[src/rtl/core/proximity_zone_monitor_top_macros.svh]
// ----------------------------------------------------------------------------
// Proximity zone monitor assertion macros
// Concurrent assertion shorthands clocked on clk and disabled during reset.
// ----------------------------------------------------------------------------
`ifndef PROXIMITY_ZONE_MONITOR_TOP_MACROS_SVH
`define PROXIMITY_ZONE_MONITOR_TOP_MACROS_SVH

// Check the consequent in the same cycle as the antecedent.
`define PZM_ASSERT_NOW(label, ante, cons, msg) \
	label: assert property (@(posedge clk) disable iff (!arst_n) (ante) |-> (cons)) \
		else $error(msg);

// Check the consequent in the cycle after the antecedent.
`define PZM_ASSERT_NEXT(label, ante, cons, msg) \
	label: assert property (@(posedge clk) disable iff (!arst_n) (ante) |=> (cons)) \
		else $error(msg);

`endif

[src/rtl/core/pzm_pkg.sv]
// ----------------------------------------------------------------------------
// Proximity zone monitor package
// Widths, codes, reset values and divider constants shared by the monitor.
// ----------------------------------------------------------------------------
package pzm_pkg;

	// Echo counter width of the timer front end; input fields stay 16 bits
	localparam int ECHO_COUNT_BITS = 16;
	localparam int TICKS_W = 16;
	localparam logic [TICKS_W-1:0] ECHO_MASK =
		TICKS_W'((64'd1 << ECHO_COUNT_BITS) - 64'd1);

	localparam int CM_W  = 11;
	localparam int CFG_W = 9;
	localparam int IDX_W = 3;

	// Divide by 58 as multiply by ceil(2^22/58) and shift; exact for 16-bit counts
	localparam int DIV58_SHIFT = 22;
	localparam int DIV58_MW = 17;
	localparam logic [DIV58_MW-1:0] DIV58_MULT = 17'd72316;
	localparam int DIV58_PW = TICKS_W + DIV58_MW;

	// Filter sum newest + 4*previous + oldest, at most 6*2047
	localparam int SUM_W = 14;
	// Divide by 6 as multiply by ceil(2^16/6) and shift; exact below 2^15
	localparam int DIV6_SHIFT = 16;
	localparam logic [SUM_W-1:0] DIV6_MULT = 14'd10923;
	localparam int DIV6_PW = 2 * SUM_W;

	localparam logic [CM_W-1:0] RANGE_LIMIT_CM = 11'd400;

	localparam logic [CFG_W-1:0] RST_REAR_GREEN   = 9'd300;
	localparam logic [CFG_W-1:0] RST_REAR_YELLOW  = 9'd200;
	localparam logic [CFG_W-1:0] RST_REAR_ORANGE  = 9'd100;
	localparam logic [CFG_W-1:0] RST_FRONT_TWO    = 9'd200;
	localparam logic [CFG_W-1:0] RST_FRONT_FOUR   = 9'd100;

	typedef enum logic [IDX_W-1:0] {
		REG_REAR_GREEN  = 3'd0,
		REG_REAR_YELLOW = 3'd1,
		REG_REAR_ORANGE = 3'd2,
		REG_FRONT_TWO   = 3'd3,
		REG_FRONT_FOUR  = 3'd4
	} cfg_reg_t;

	typedef enum logic [2:0] {
		ZONE_NONE   = 3'd0,
		ZONE_GREEN  = 3'd1,
		ZONE_YELLOW = 3'd2,
		ZONE_ORANGE = 3'd3,
		ZONE_RED    = 3'd4
	} zone_t;

	typedef enum logic [1:0] {
		BEEP_NONE   = 2'd0,
		BEEP_DOUBLE = 2'd1,
		BEEP_QUAD   = 2'd2
	} beep_t;

	typedef enum logic [1:0] {
		LVL_NONE = 2'd0,
		LVL_LOW  = 2'd1,
		LVL_HIGH = 2'd2
	} level_t;

endpackage

[src/rtl/core/proximity_zone_monitor_top.sv]
// ----------------------------------------------------------------------------
// Proximity zone monitor
// Rear/front ultrasonic echo to distance, smoothing, rear zone and beep request.
// ----------------------------------------------------------------------------
// The monitor takes one item per clock while the output is not stalled, and
// returns one result per item. Each item holds a rear and a front echo width
// in timer ticks. Stage 1 registers the input, stage 2 converts ticks to
// centimeters (truncating divide by 58 through a reciprocal multiplier), stage
// 3 forms the (1,4,1) filter sum and shifts the per-channel history, stage 4
// divides that sum by 6 (reciprocal multiplier), and the result register adds
// the rear zone and the front beep request. The two multipliers set the stage
// split; throughput is one item per cycle while out_ready is high, and each
// stage holds its item while the stage after it cannot take a new one. The
// history is zero after reset, so the first two results of each channel are
// warm-up values. A double beep is requested on entering the low warning
// level from no warning, a quad beep on entering the high level; distances
// equal to a threshold leave the warning level unchanged. Threshold registers
// are written through the configuration port; the user must write them only
// while no item is in flight, as the block itself does not enforce it.
module proximity_zone_monitor_top (
	input  logic                        clk,
	input  logic                        arst_n,

	input  logic                        cfg_write_en,
	input  logic [pzm_pkg::IDX_W-1:0]   cfg_index,
	input  logic [pzm_pkg::CFG_W-1:0]   cfg_data,

	input  logic                        in_valid,
	output logic                        in_ready,
	input  logic [pzm_pkg::TICKS_W-1:0] rear_echo_ticks,
	input  logic [pzm_pkg::TICKS_W-1:0] front_echo_ticks,

	output logic                        out_valid,
	input  logic                        out_ready,
	output logic [pzm_pkg::CM_W-1:0]    rear_distance_cm,
	output logic [pzm_pkg::CM_W-1:0]    front_distance_cm,
	output logic [2:0]                  rear_zone,
	output logic [1:0]                  beep_request
);

`include "proximity_zone_monitor_top_macros.svh"

	// Threshold registers
	logic [pzm_pkg::CFG_W-1:0] rear_green_q;
	logic [pzm_pkg::CFG_W-1:0] rear_yellow_q;
	logic [pzm_pkg::CFG_W-1:0] rear_orange_q;
	logic [pzm_pkg::CFG_W-1:0] front_two_q;
	logic [pzm_pkg::CFG_W-1:0] front_four_q;

	// Pipeline valid bits and per-stage ready
	logic valid_s1, valid_s2, valid_s3, valid_s4, valid_s5;
	logic rdy_s1, rdy_s2, rdy_s3, rdy_s4, rdy_s5;

	// Stage payloads
	logic [pzm_pkg::TICKS_W-1:0] rear_ticks_s1, front_ticks_s1;
	logic [pzm_pkg::CM_W-1:0]    rear_cm_s2, front_cm_s2;
	logic [pzm_pkg::SUM_W-1:0]   rear_sum_s3, front_sum_s3;
	logic [pzm_pkg::CM_W-1:0]    rear_dist_s4, front_dist_s4;
	logic [pzm_pkg::CM_W-1:0]    rear_dist_s5, front_dist_s5;
	pzm_pkg::zone_t              rear_zone_s5;
	pzm_pkg::beep_t              beep_s5;

	// Channel history: h0 previous sample, h1 oldest sample
	logic [pzm_pkg::CM_W-1:0] rear_h0_q, rear_h1_q, front_h0_q, front_h1_q;

	pzm_pkg::level_t level_q, level_d;
	pzm_pkg::zone_t  zone_d;
	pzm_pkg::beep_t  beep_d;

	logic [pzm_pkg::DIV58_PW-1:0] rear_prod58, front_prod58;
	logic [pzm_pkg::SUM_W-1:0]    rear_sum_d, front_sum_d;
	logic [pzm_pkg::DIV6_PW-1:0]  rear_prod6, front_prod6;

	// ------------------------------------------------------------------
	// Configuration writes; drop unknown indexes
	// ------------------------------------------------------------------
	always_ff @(posedge clk or negedge arst_n) begin
		if (!arst_n) begin
			rear_green_q  <= pzm_pkg::RST_REAR_GREEN;
			rear_yellow_q <= pzm_pkg::RST_REAR_YELLOW;
			rear_orange_q <= pzm_pkg::RST_REAR_ORANGE;
			front_two_q   <= pzm_pkg::RST_FRONT_TWO;
			front_four_q  <= pzm_pkg::RST_FRONT_FOUR;
		end else if (cfg_write_en) begin
			unique case (pzm_pkg::cfg_reg_t'(cfg_index))
				pzm_pkg::REG_REAR_GREEN:  rear_green_q  <= cfg_data;
				pzm_pkg::REG_REAR_YELLOW: rear_yellow_q <= cfg_data;
				pzm_pkg::REG_REAR_ORANGE: rear_orange_q <= cfg_data;
				pzm_pkg::REG_FRONT_TWO:   front_two_q   <= cfg_data;
				pzm_pkg::REG_FRONT_FOUR:  front_four_q  <= cfg_data;
				default: ;
			endcase
		end
	end

	// ------------------------------------------------------------------
	// Flow control: a stage takes a new item when empty or draining
	// ------------------------------------------------------------------
	assign rdy_s5   = !valid_s5 || out_ready;
	assign rdy_s4   = !valid_s4 || rdy_s5;
	assign rdy_s3   = !valid_s3 || rdy_s4;
	assign rdy_s2   = !valid_s2 || rdy_s3;
	assign rdy_s1   = !valid_s1 || rdy_s2;
	assign in_ready = rdy_s1;

	always_ff @(posedge clk or negedge arst_n) begin
		if (!arst_n) begin
			valid_s1 <= 1'b0;
			valid_s2 <= 1'b0;
			valid_s3 <= 1'b0;
			valid_s4 <= 1'b0;
			valid_s5 <= 1'b0;
		end else begin
			if (rdy_s1) valid_s1 <= in_valid;
			if (rdy_s2) valid_s2 <= valid_s1;
			if (rdy_s3) valid_s3 <= valid_s2;
			if (rdy_s4) valid_s4 <= valid_s3;
			if (rdy_s5) valid_s5 <= valid_s4;
		end
	end

	// ------------------------------------------------------------------
	// Stage 1: capture echo widths, cut to the counter width
	// ------------------------------------------------------------------
	always_ff @(posedge clk) begin
		if (rdy_s1 && in_valid) begin
			rear_ticks_s1  <= rear_echo_ticks & pzm_pkg::ECHO_MASK;
			front_ticks_s1 <= front_echo_ticks & pzm_pkg::ECHO_MASK;
		end
	end

	// ------------------------------------------------------------------
	// Stage 2: ticks to centimeters; 16-bit counts stay below 1130 cm
	// ------------------------------------------------------------------
	assign rear_prod58  = pzm_pkg::DIV58_PW'(rear_ticks_s1) *
		pzm_pkg::DIV58_PW'(pzm_pkg::DIV58_MULT);
	assign front_prod58 = pzm_pkg::DIV58_PW'(front_ticks_s1) *
		pzm_pkg::DIV58_PW'(pzm_pkg::DIV58_MULT);

	always_ff @(posedge clk) begin
		if (rdy_s2 && valid_s1) begin
			rear_cm_s2  <= rear_prod58[pzm_pkg::DIV58_SHIFT +: pzm_pkg::CM_W];
			front_cm_s2 <= front_prod58[pzm_pkg::DIV58_SHIFT +: pzm_pkg::CM_W];
		end
	end

	// ------------------------------------------------------------------
	// Stage 3: filter sum and history shift
	// ------------------------------------------------------------------
	assign rear_sum_d  = pzm_pkg::SUM_W'(rear_cm_s2) +
		(pzm_pkg::SUM_W'(rear_h0_q) << 2) + pzm_pkg::SUM_W'(rear_h1_q);
	assign front_sum_d = pzm_pkg::SUM_W'(front_cm_s2) +
		(pzm_pkg::SUM_W'(front_h0_q) << 2) + pzm_pkg::SUM_W'(front_h1_q);

	always_ff @(posedge clk) begin
		if (rdy_s3 && valid_s2) begin
			rear_sum_s3  <= rear_sum_d;
			front_sum_s3 <= front_sum_d;
		end
	end

	always_ff @(posedge clk or negedge arst_n) begin
		if (!arst_n) begin
			rear_h0_q  <= '0;
			rear_h1_q  <= '0;
			front_h0_q <= '0;
			front_h1_q <= '0;
		end else if (rdy_s3 && valid_s2) begin
			rear_h1_q  <= rear_h0_q;
			rear_h0_q  <= rear_cm_s2;
			front_h1_q <= front_h0_q;
			front_h0_q <= front_cm_s2;
		end
	end

	// ------------------------------------------------------------------
	// Stage 4: divide the filter sum by 6
	// ------------------------------------------------------------------
	assign rear_prod6  = pzm_pkg::DIV6_PW'(rear_sum_s3) *
		pzm_pkg::DIV6_PW'(pzm_pkg::DIV6_MULT);
	assign front_prod6 = pzm_pkg::DIV6_PW'(front_sum_s3) *
		pzm_pkg::DIV6_PW'(pzm_pkg::DIV6_MULT);

	always_ff @(posedge clk) begin
		if (rdy_s4 && valid_s3) begin
			rear_dist_s4  <= rear_prod6[pzm_pkg::DIV6_SHIFT +: pzm_pkg::CM_W];
			front_dist_s4 <= front_prod6[pzm_pkg::DIV6_SHIFT +: pzm_pkg::CM_W];
		end
	end

	// ------------------------------------------------------------------
	// Stage 5: rear zone, front warning level and beep request
	// ------------------------------------------------------------------
	always_comb begin
		priority if (rear_dist_s4 >= pzm_pkg::RANGE_LIMIT_CM)
			zone_d = pzm_pkg::ZONE_NONE;
		else if (rear_dist_s4 >= pzm_pkg::CM_W'(rear_green_q))
			zone_d = pzm_pkg::ZONE_GREEN;
		else if (rear_dist_s4 >= pzm_pkg::CM_W'(rear_yellow_q))
			zone_d = pzm_pkg::ZONE_YELLOW;
		else if (rear_dist_s4 >= pzm_pkg::CM_W'(rear_orange_q))
			zone_d = pzm_pkg::ZONE_ORANGE;
		else
			zone_d = pzm_pkg::ZONE_RED;
	end

	always_comb begin
		level_d = level_q;
		beep_d  = pzm_pkg::BEEP_NONE;
		priority if (front_dist_s4 < pzm_pkg::RANGE_LIMIT_CM &&
				front_dist_s4 > pzm_pkg::CM_W'(front_two_q)) begin
			level_d = pzm_pkg::LVL_NONE;
		end else if (front_dist_s4 < pzm_pkg::CM_W'(front_two_q) &&
				front_dist_s4 > pzm_pkg::CM_W'(front_four_q)) begin
			// Double beep only when coming from no warning
			if (level_q == pzm_pkg::LVL_NONE)
				beep_d = pzm_pkg::BEEP_DOUBLE;
			level_d = pzm_pkg::LVL_LOW;
		end else if (front_dist_s4 < pzm_pkg::CM_W'(front_four_q) &&
				level_q != pzm_pkg::LVL_HIGH) begin
			beep_d  = pzm_pkg::BEEP_QUAD;
			level_d = pzm_pkg::LVL_HIGH;
		end else begin
			// Hold level on a threshold tie, out of range, or already high
			level_d = level_q;
		end
	end

	always_ff @(posedge clk or negedge arst_n) begin
		if (!arst_n) begin
			level_q <= pzm_pkg::LVL_NONE;
		end else if (rdy_s5 && valid_s4) begin
			level_q <= level_d;
		end
	end

	always_ff @(posedge clk) begin
		if (rdy_s5 && valid_s4) begin
			rear_dist_s5  <= rear_dist_s4;
			front_dist_s5 <= front_dist_s4;
			rear_zone_s5  <= zone_d;
			beep_s5       <= beep_d;
		end
	end

	assign out_valid         = valid_s5;
	assign rear_distance_cm  = rear_dist_s5;
	assign front_distance_cm = front_dist_s5;
	assign rear_zone         = rear_zone_s5;
	assign beep_request      = beep_s5;

	// ------------------------------------------------------------------
	// Assertions
	// ------------------------------------------------------------------
	`PZM_ASSERT_NOW(a_double_from_none, rdy_s5 && valid_s4 && beep_d == pzm_pkg::BEEP_DOUBLE, level_q == pzm_pkg::LVL_NONE, "double beep requested outside no-warning level")
	`PZM_ASSERT_NEXT(a_quad_enters_high, rdy_s5 && valid_s4 && beep_d == pzm_pkg::BEEP_QUAD, level_q == pzm_pkg::LVL_HIGH, "quad beep did not enter high level")
	`PZM_ASSERT_NOW(a_zone_none_range, valid_s5, (rear_zone_s5 == pzm_pkg::ZONE_NONE) == (rear_dist_s5 >= pzm_pkg::RANGE_LIMIT_CM), "rear zone none disagrees with range limit")
	`PZM_ASSERT_NEXT(a_history_shift, rdy_s3 && valid_s2, rear_h1_q == $past(rear_h0_q) && front_h1_q == $past(front_h0_q), "history did not shift")

endmodule

[config.mk]
export PLATFORM = sky130hd
export DESIGN_NAME = proximity_zone_monitor_top
export DESIGN_NICKNAME = d
export VERILOG_FILES = /design/src/rtl/core/pzm_pkg.sv /design/src/rtl/core/proximity_zone_monitor_top.sv
export VERILOG_INCLUDE_DIRS = /design/src /design/src/rtl/core
export SDC_FILE = /design/constraint.sdc
export NUM_CORES = 1
export LEC_CHECK = 0
export BUFFER_PORTS_ARGS = -buffer_cell sky130_fd_sc_hd__buf_2
export CORE_ASPECT_RATIO = 2
export CORE_MARGIN = 2
export CORE_UTILIZATION = 45
export CTS_CLUSTER_SIZE = 40
export DETAILED_ROUTE_END_ITERATION = 12
export PLACE_DENSITY = 0.66
export SLEW_MARGIN = 20
export SYNTH_ARGS = -nofsm -noshare
export SYNTH_HDL_FRONTEND = slang
export SYNTH_SLANG_ARGS = --single-unit
[constraint.sdc]
create_clock -name clk -period 8.8 [get_ports clk]
set_input_delay 1.76 -clock clk [delete_from_list [all_inputs] [get_ports clk]]
set_output_delay 1.76 -clock clk [all_outputs]
set_load 0.01 [all_outputs]
==> summary.md <==
| Metric | Value |
|---|---|
| Status | finished, final reports clean |
| Synth Area in Compound Gates | 6.60% |
| Final Slew Violations | 0 |
| Reg-to-Reg End | front_cm_s2[9] |
| # diodes | 0 |
| R2R depth | 20 |
| Num rows | 121 |
| Sequential fraction of the synthesis area | 25.8% |
| Tcrit/Tclk final | 71.1% |
| WL/cell | 16.5 µm |
| WP buf/inv | 4 |
| Fin. Hold Viols | 0 |
| Layout cells sized above 1 | 9.82% |
| Maximum fanout along the worst path | 8 |
| Worst-skew pair later-pin latency | 0.55 ns |
| Ys Warns | 0 |
| Fmax | 160 MHz |
| Total wire length | 49100 µm |
| Pin count of the biggest net entering global routing | 61 |
| #FFs+latches synth | 227 |
| CP Launch Type | flip-flop |
| Starting density of the core | 45.4% |
| Reg2Reg Setup Slack | 2.54 ns |
| GRT Residual Overflow | 0 |
| Htree depth | 1 |
| Inserted Clock Buffers | 26 |
| Crit-path most repeated cell | fa_1 |
| CP Capture Type | flip-flop |
| Final Wtd Congestion | 0.966 |
| Post-Synth Simple-Gate Area | 4.44% |
| Synth Area in Adders | 49.0% |
| IO Count | 78 |
| Root Driver | clkbuf_16 |
| Residual DRC | 0 |
| Initial DRC Count | 384 |
| Synthesized area per cell | 11.3 µm² |
| Vias per cell | 5.10 |
| Clock skew | 0.0252 ns |
| Vias in the first global route | 17500 |
| Die span in y | 335 µm |
| Overall routing resource usage | 18.2% |
| Via count | 15200 |
| Die width | 170 µm |
| Crit-path cells | fa_1, inv_1, fa_1, inv_1, fa_1, fa_1, fa_1, inv_1, fa_1, inv_1, ha_1, a21o_1, a211oi_1, nand2_1, o211ai_2, nand3b_2, a31oi_4, nor2b_2, or2_0, a221o_1 |
| First-pass GRT wire length | 82500 µm |
| Main combinational cell family by area after synthesis | adder cells |
| TNS Setup | 0 ns |
| Min Clock Period, post-route | 6.26 ns |
| WP data required | 9.11 ns |
| Critical path type | reg2reg |
| Least-Margin Pin Slew | 1.04 ns |
| Cell variety after synth | 61 |
| Worst path max stage delay | 0.59 ns |
| Port Buffer Count | 77 |
| Crit path DAT | 6.56 ns |
| Die area | 0.0568 mm² |
| Synthesized cell area | 0.0247 mm² |
| Core area | 0.0544 mm² |
| Synth area leader | ha_1 |
| Syn Nets | 3017 |
| Worst min-delay path startpoint | front_dist_s4[9] |
| TritonRoute pass-1 iters | 4 |
| Most area-consuming cells after synthesis | ha_1 25%, fa_1 24%, edfxtp_1 16% |
| Delay-heaviest family, CP | adder cells |
| Routed Antenna Nets | 0 |
| Final nets | 3118 |
| Max Cap Viol | 0 |
| Hold path endpoint | front_distance_cm[9] |
| Hold buffer count at cts | 0 |
| Primary FF master, synth | edfxtp_1 |
| Synth Area in XOR/XNOR | 2.80% |
| Post-synthesis mux area share | 2.60% |
| Hpwl dp | 43300 µm |
| Initial antenna violation count | 0 |
| RSZ-0062 raised after global routing | no |
| Number of synthesized flops with an enable pin | 131 |
| Post-CTS resize count | 0 |
| CP max stage cell | fa_1 |
| Largest buffer count on any clock path | 3 |
| Synth top area share | 24.8% |
| RR Startpoint | front_ticks_s1[10] |
| CTS tree | built |
| Final setup violation count | 0 |
| CTS sink cnt | 227 |
| Layout area overhead | 8.71% |
| Mapped Cells | 2181 |
| Postcts setup bufs | 0 |
| Asr flop ratio synth | 42.3% |
| Hold Crit Class | reg2reg |
| Worst slew margin | 30.0% |
| Worst Hold Path Cells | 0 |
| Clk slew on worst S/H paths | 0.07 ns |
[per-layer routing]
metal | routed length [µm] | share of wire [%] | vias to the layer above | track usage [%]
li1 | - | - | 7323 | -
met1 | 16100 | 33 | 7496 | 16.3
met2 | 28900 | 59 | 237 | 38.6
met3 | 876 | 1.8 | 137 | 1.34
met4 | 3220 | 6.6 | 0 | 10.1
met5 | 0 | 0 | - | 0
[cells in the mapped netlist, drive strengths merged, types with 9 or more instances]
master,count
a211oi,19
a21o,42
a21oi,58
and2,13
clkbuf,10
dfrtp,80
dfstp,16
edfxtp,131
fa,298
ha,489
inv,569
mux2,57
nand2,64
nand2b,16
nand3,14
nand4,14
nor2,30
nor2b,9
nor3,18
o21a,13
o21ai,56
o21bai,10
xnor2,49
xor2,30
[stage by stage]
step	cell area (µm²)	hold slack [ns]	utilization [%]	instances	worst slack [ns]
after floorplan	24700	0.418	-	2181	2.93
after global placement	25900	0.429	47.7	2930	2.53
after detailed placement	25900	0.433	47.7	2930	2.50
after CTS	26800	0.444	49.3	2978	2.51
after global routing	26800	0.468	49.3	2978	2.20
final	26800	0.443	49.3	2978	2.54
[state kept, by name, indices dropped and copies added (netlist names), 3 cells and up]
register,count
front_dist_s4,11
rear_h0_q,11
front_sum_s3,14
front_h1_q,11
front_distance_cm,11
rear_green_q,9
rear_zone,3
rear_h1_q,11
rear_yellow_q,9
rear_sum_s3,14
rear_orange_q,9
front_two_q,9
front_four_q,9
front_ticks_s1,16
rear_dist_s4,11
front_h0_q,11
rear_cm_s2,11
rear_distance_cm,11
rear_ticks_s1,16
front_cm_s2,11
[final cells by class]
cell class | count | area, µm²
sequential | 227 | 6360
inverter | 569 | 2140
fill | 4853 | 27500
clock buffer | 34 | 722
timing repair buffer | 83 | 433
clock inverter | 14 | 164
tap | 676 | 846
multi-input combinational | 1375 | 16200
[cells in the final DEF (no fill, tap or decap), types with 5 or more instances in the layout]
cell type,n
a211o_1,7
a211oi_1,15
a21o_1,42
a21oi_1,56
a31oi_1,6
and2_1,13
and3_1,5
buf_2,76
buf_4,7
clkbuf_1,5
clkbuf_16,27
dfrtp_1,80
dfstp_2,16
edfxtp_1,131
fa_1,298
ha_1,489
inv_1,567
mux2_2,57
nand2_1,63
nand2b_1,16
nand3_1,14
nand4_1,14
nor2_1,30
nor2b_1,8
nor3_1,17
o211ai_1,6
o21a_1,13
o21ai_0,47
o21ai_1,9
o21bai_1,10
or3_1,6
xnor2_1,49
xor2_1,30
[how the worst max path moves through the flow]
stage / startpoint / endpoint / cells after the start
final: front_ticks_s1[10] / front_cm_s2[9] / 20
after global routing: front_ticks_s1[13] / front_cm_s2[9] / 20
after CTS: front_ticks_s1[10] / front_cm_s2[9] / 20
after detailed placement: front_ticks_s1[10] / front_cm_s2[9] / 20
after global placement: front_ticks_s1[10] / front_cm_s2[9] / 20
after floorplan: front_ticks_s1[10] / front_cm_s2[9] / 20
[worst register-to-register path, cell delays in order (launching register included)]
cell      delay [ns]
edfxtp_1        0.56
fa_1            0.60
inv_1           0.06
fa_1            0.51
inv_1           0.06
fa_1            0.54
fa_1            0.44
fa_1            0.55
inv_1           0.06
fa_1            0.53
inv_1           0.04
ha_1            0.30
a21o_1          0.20
a211oi_1        0.22
nand2_1         0.11
o211ai_2        0.25
nand3b_2        0.17
a31oi_4         0.24
nor2b_2         0.07
or2_0           0.19
a221o_1         0.31
[logic make-up (layout without fill, tap and decap cells)]
family                   Yosys count  count (layout)
flip-flops                       227             227
AND/OR/NAND/NOR                  211             211
adder cells (fa/ha/maj)          787             787
multiplexers                      57              57
AO/OA/AOI/OAI                    241             241
XOR/XNOR                          79              79
buffers and inverters            579             700
Power is left out: the tool's default activity adds up to more than one toggle a clock period on the data nets, which glitch-free logic cannot reach.
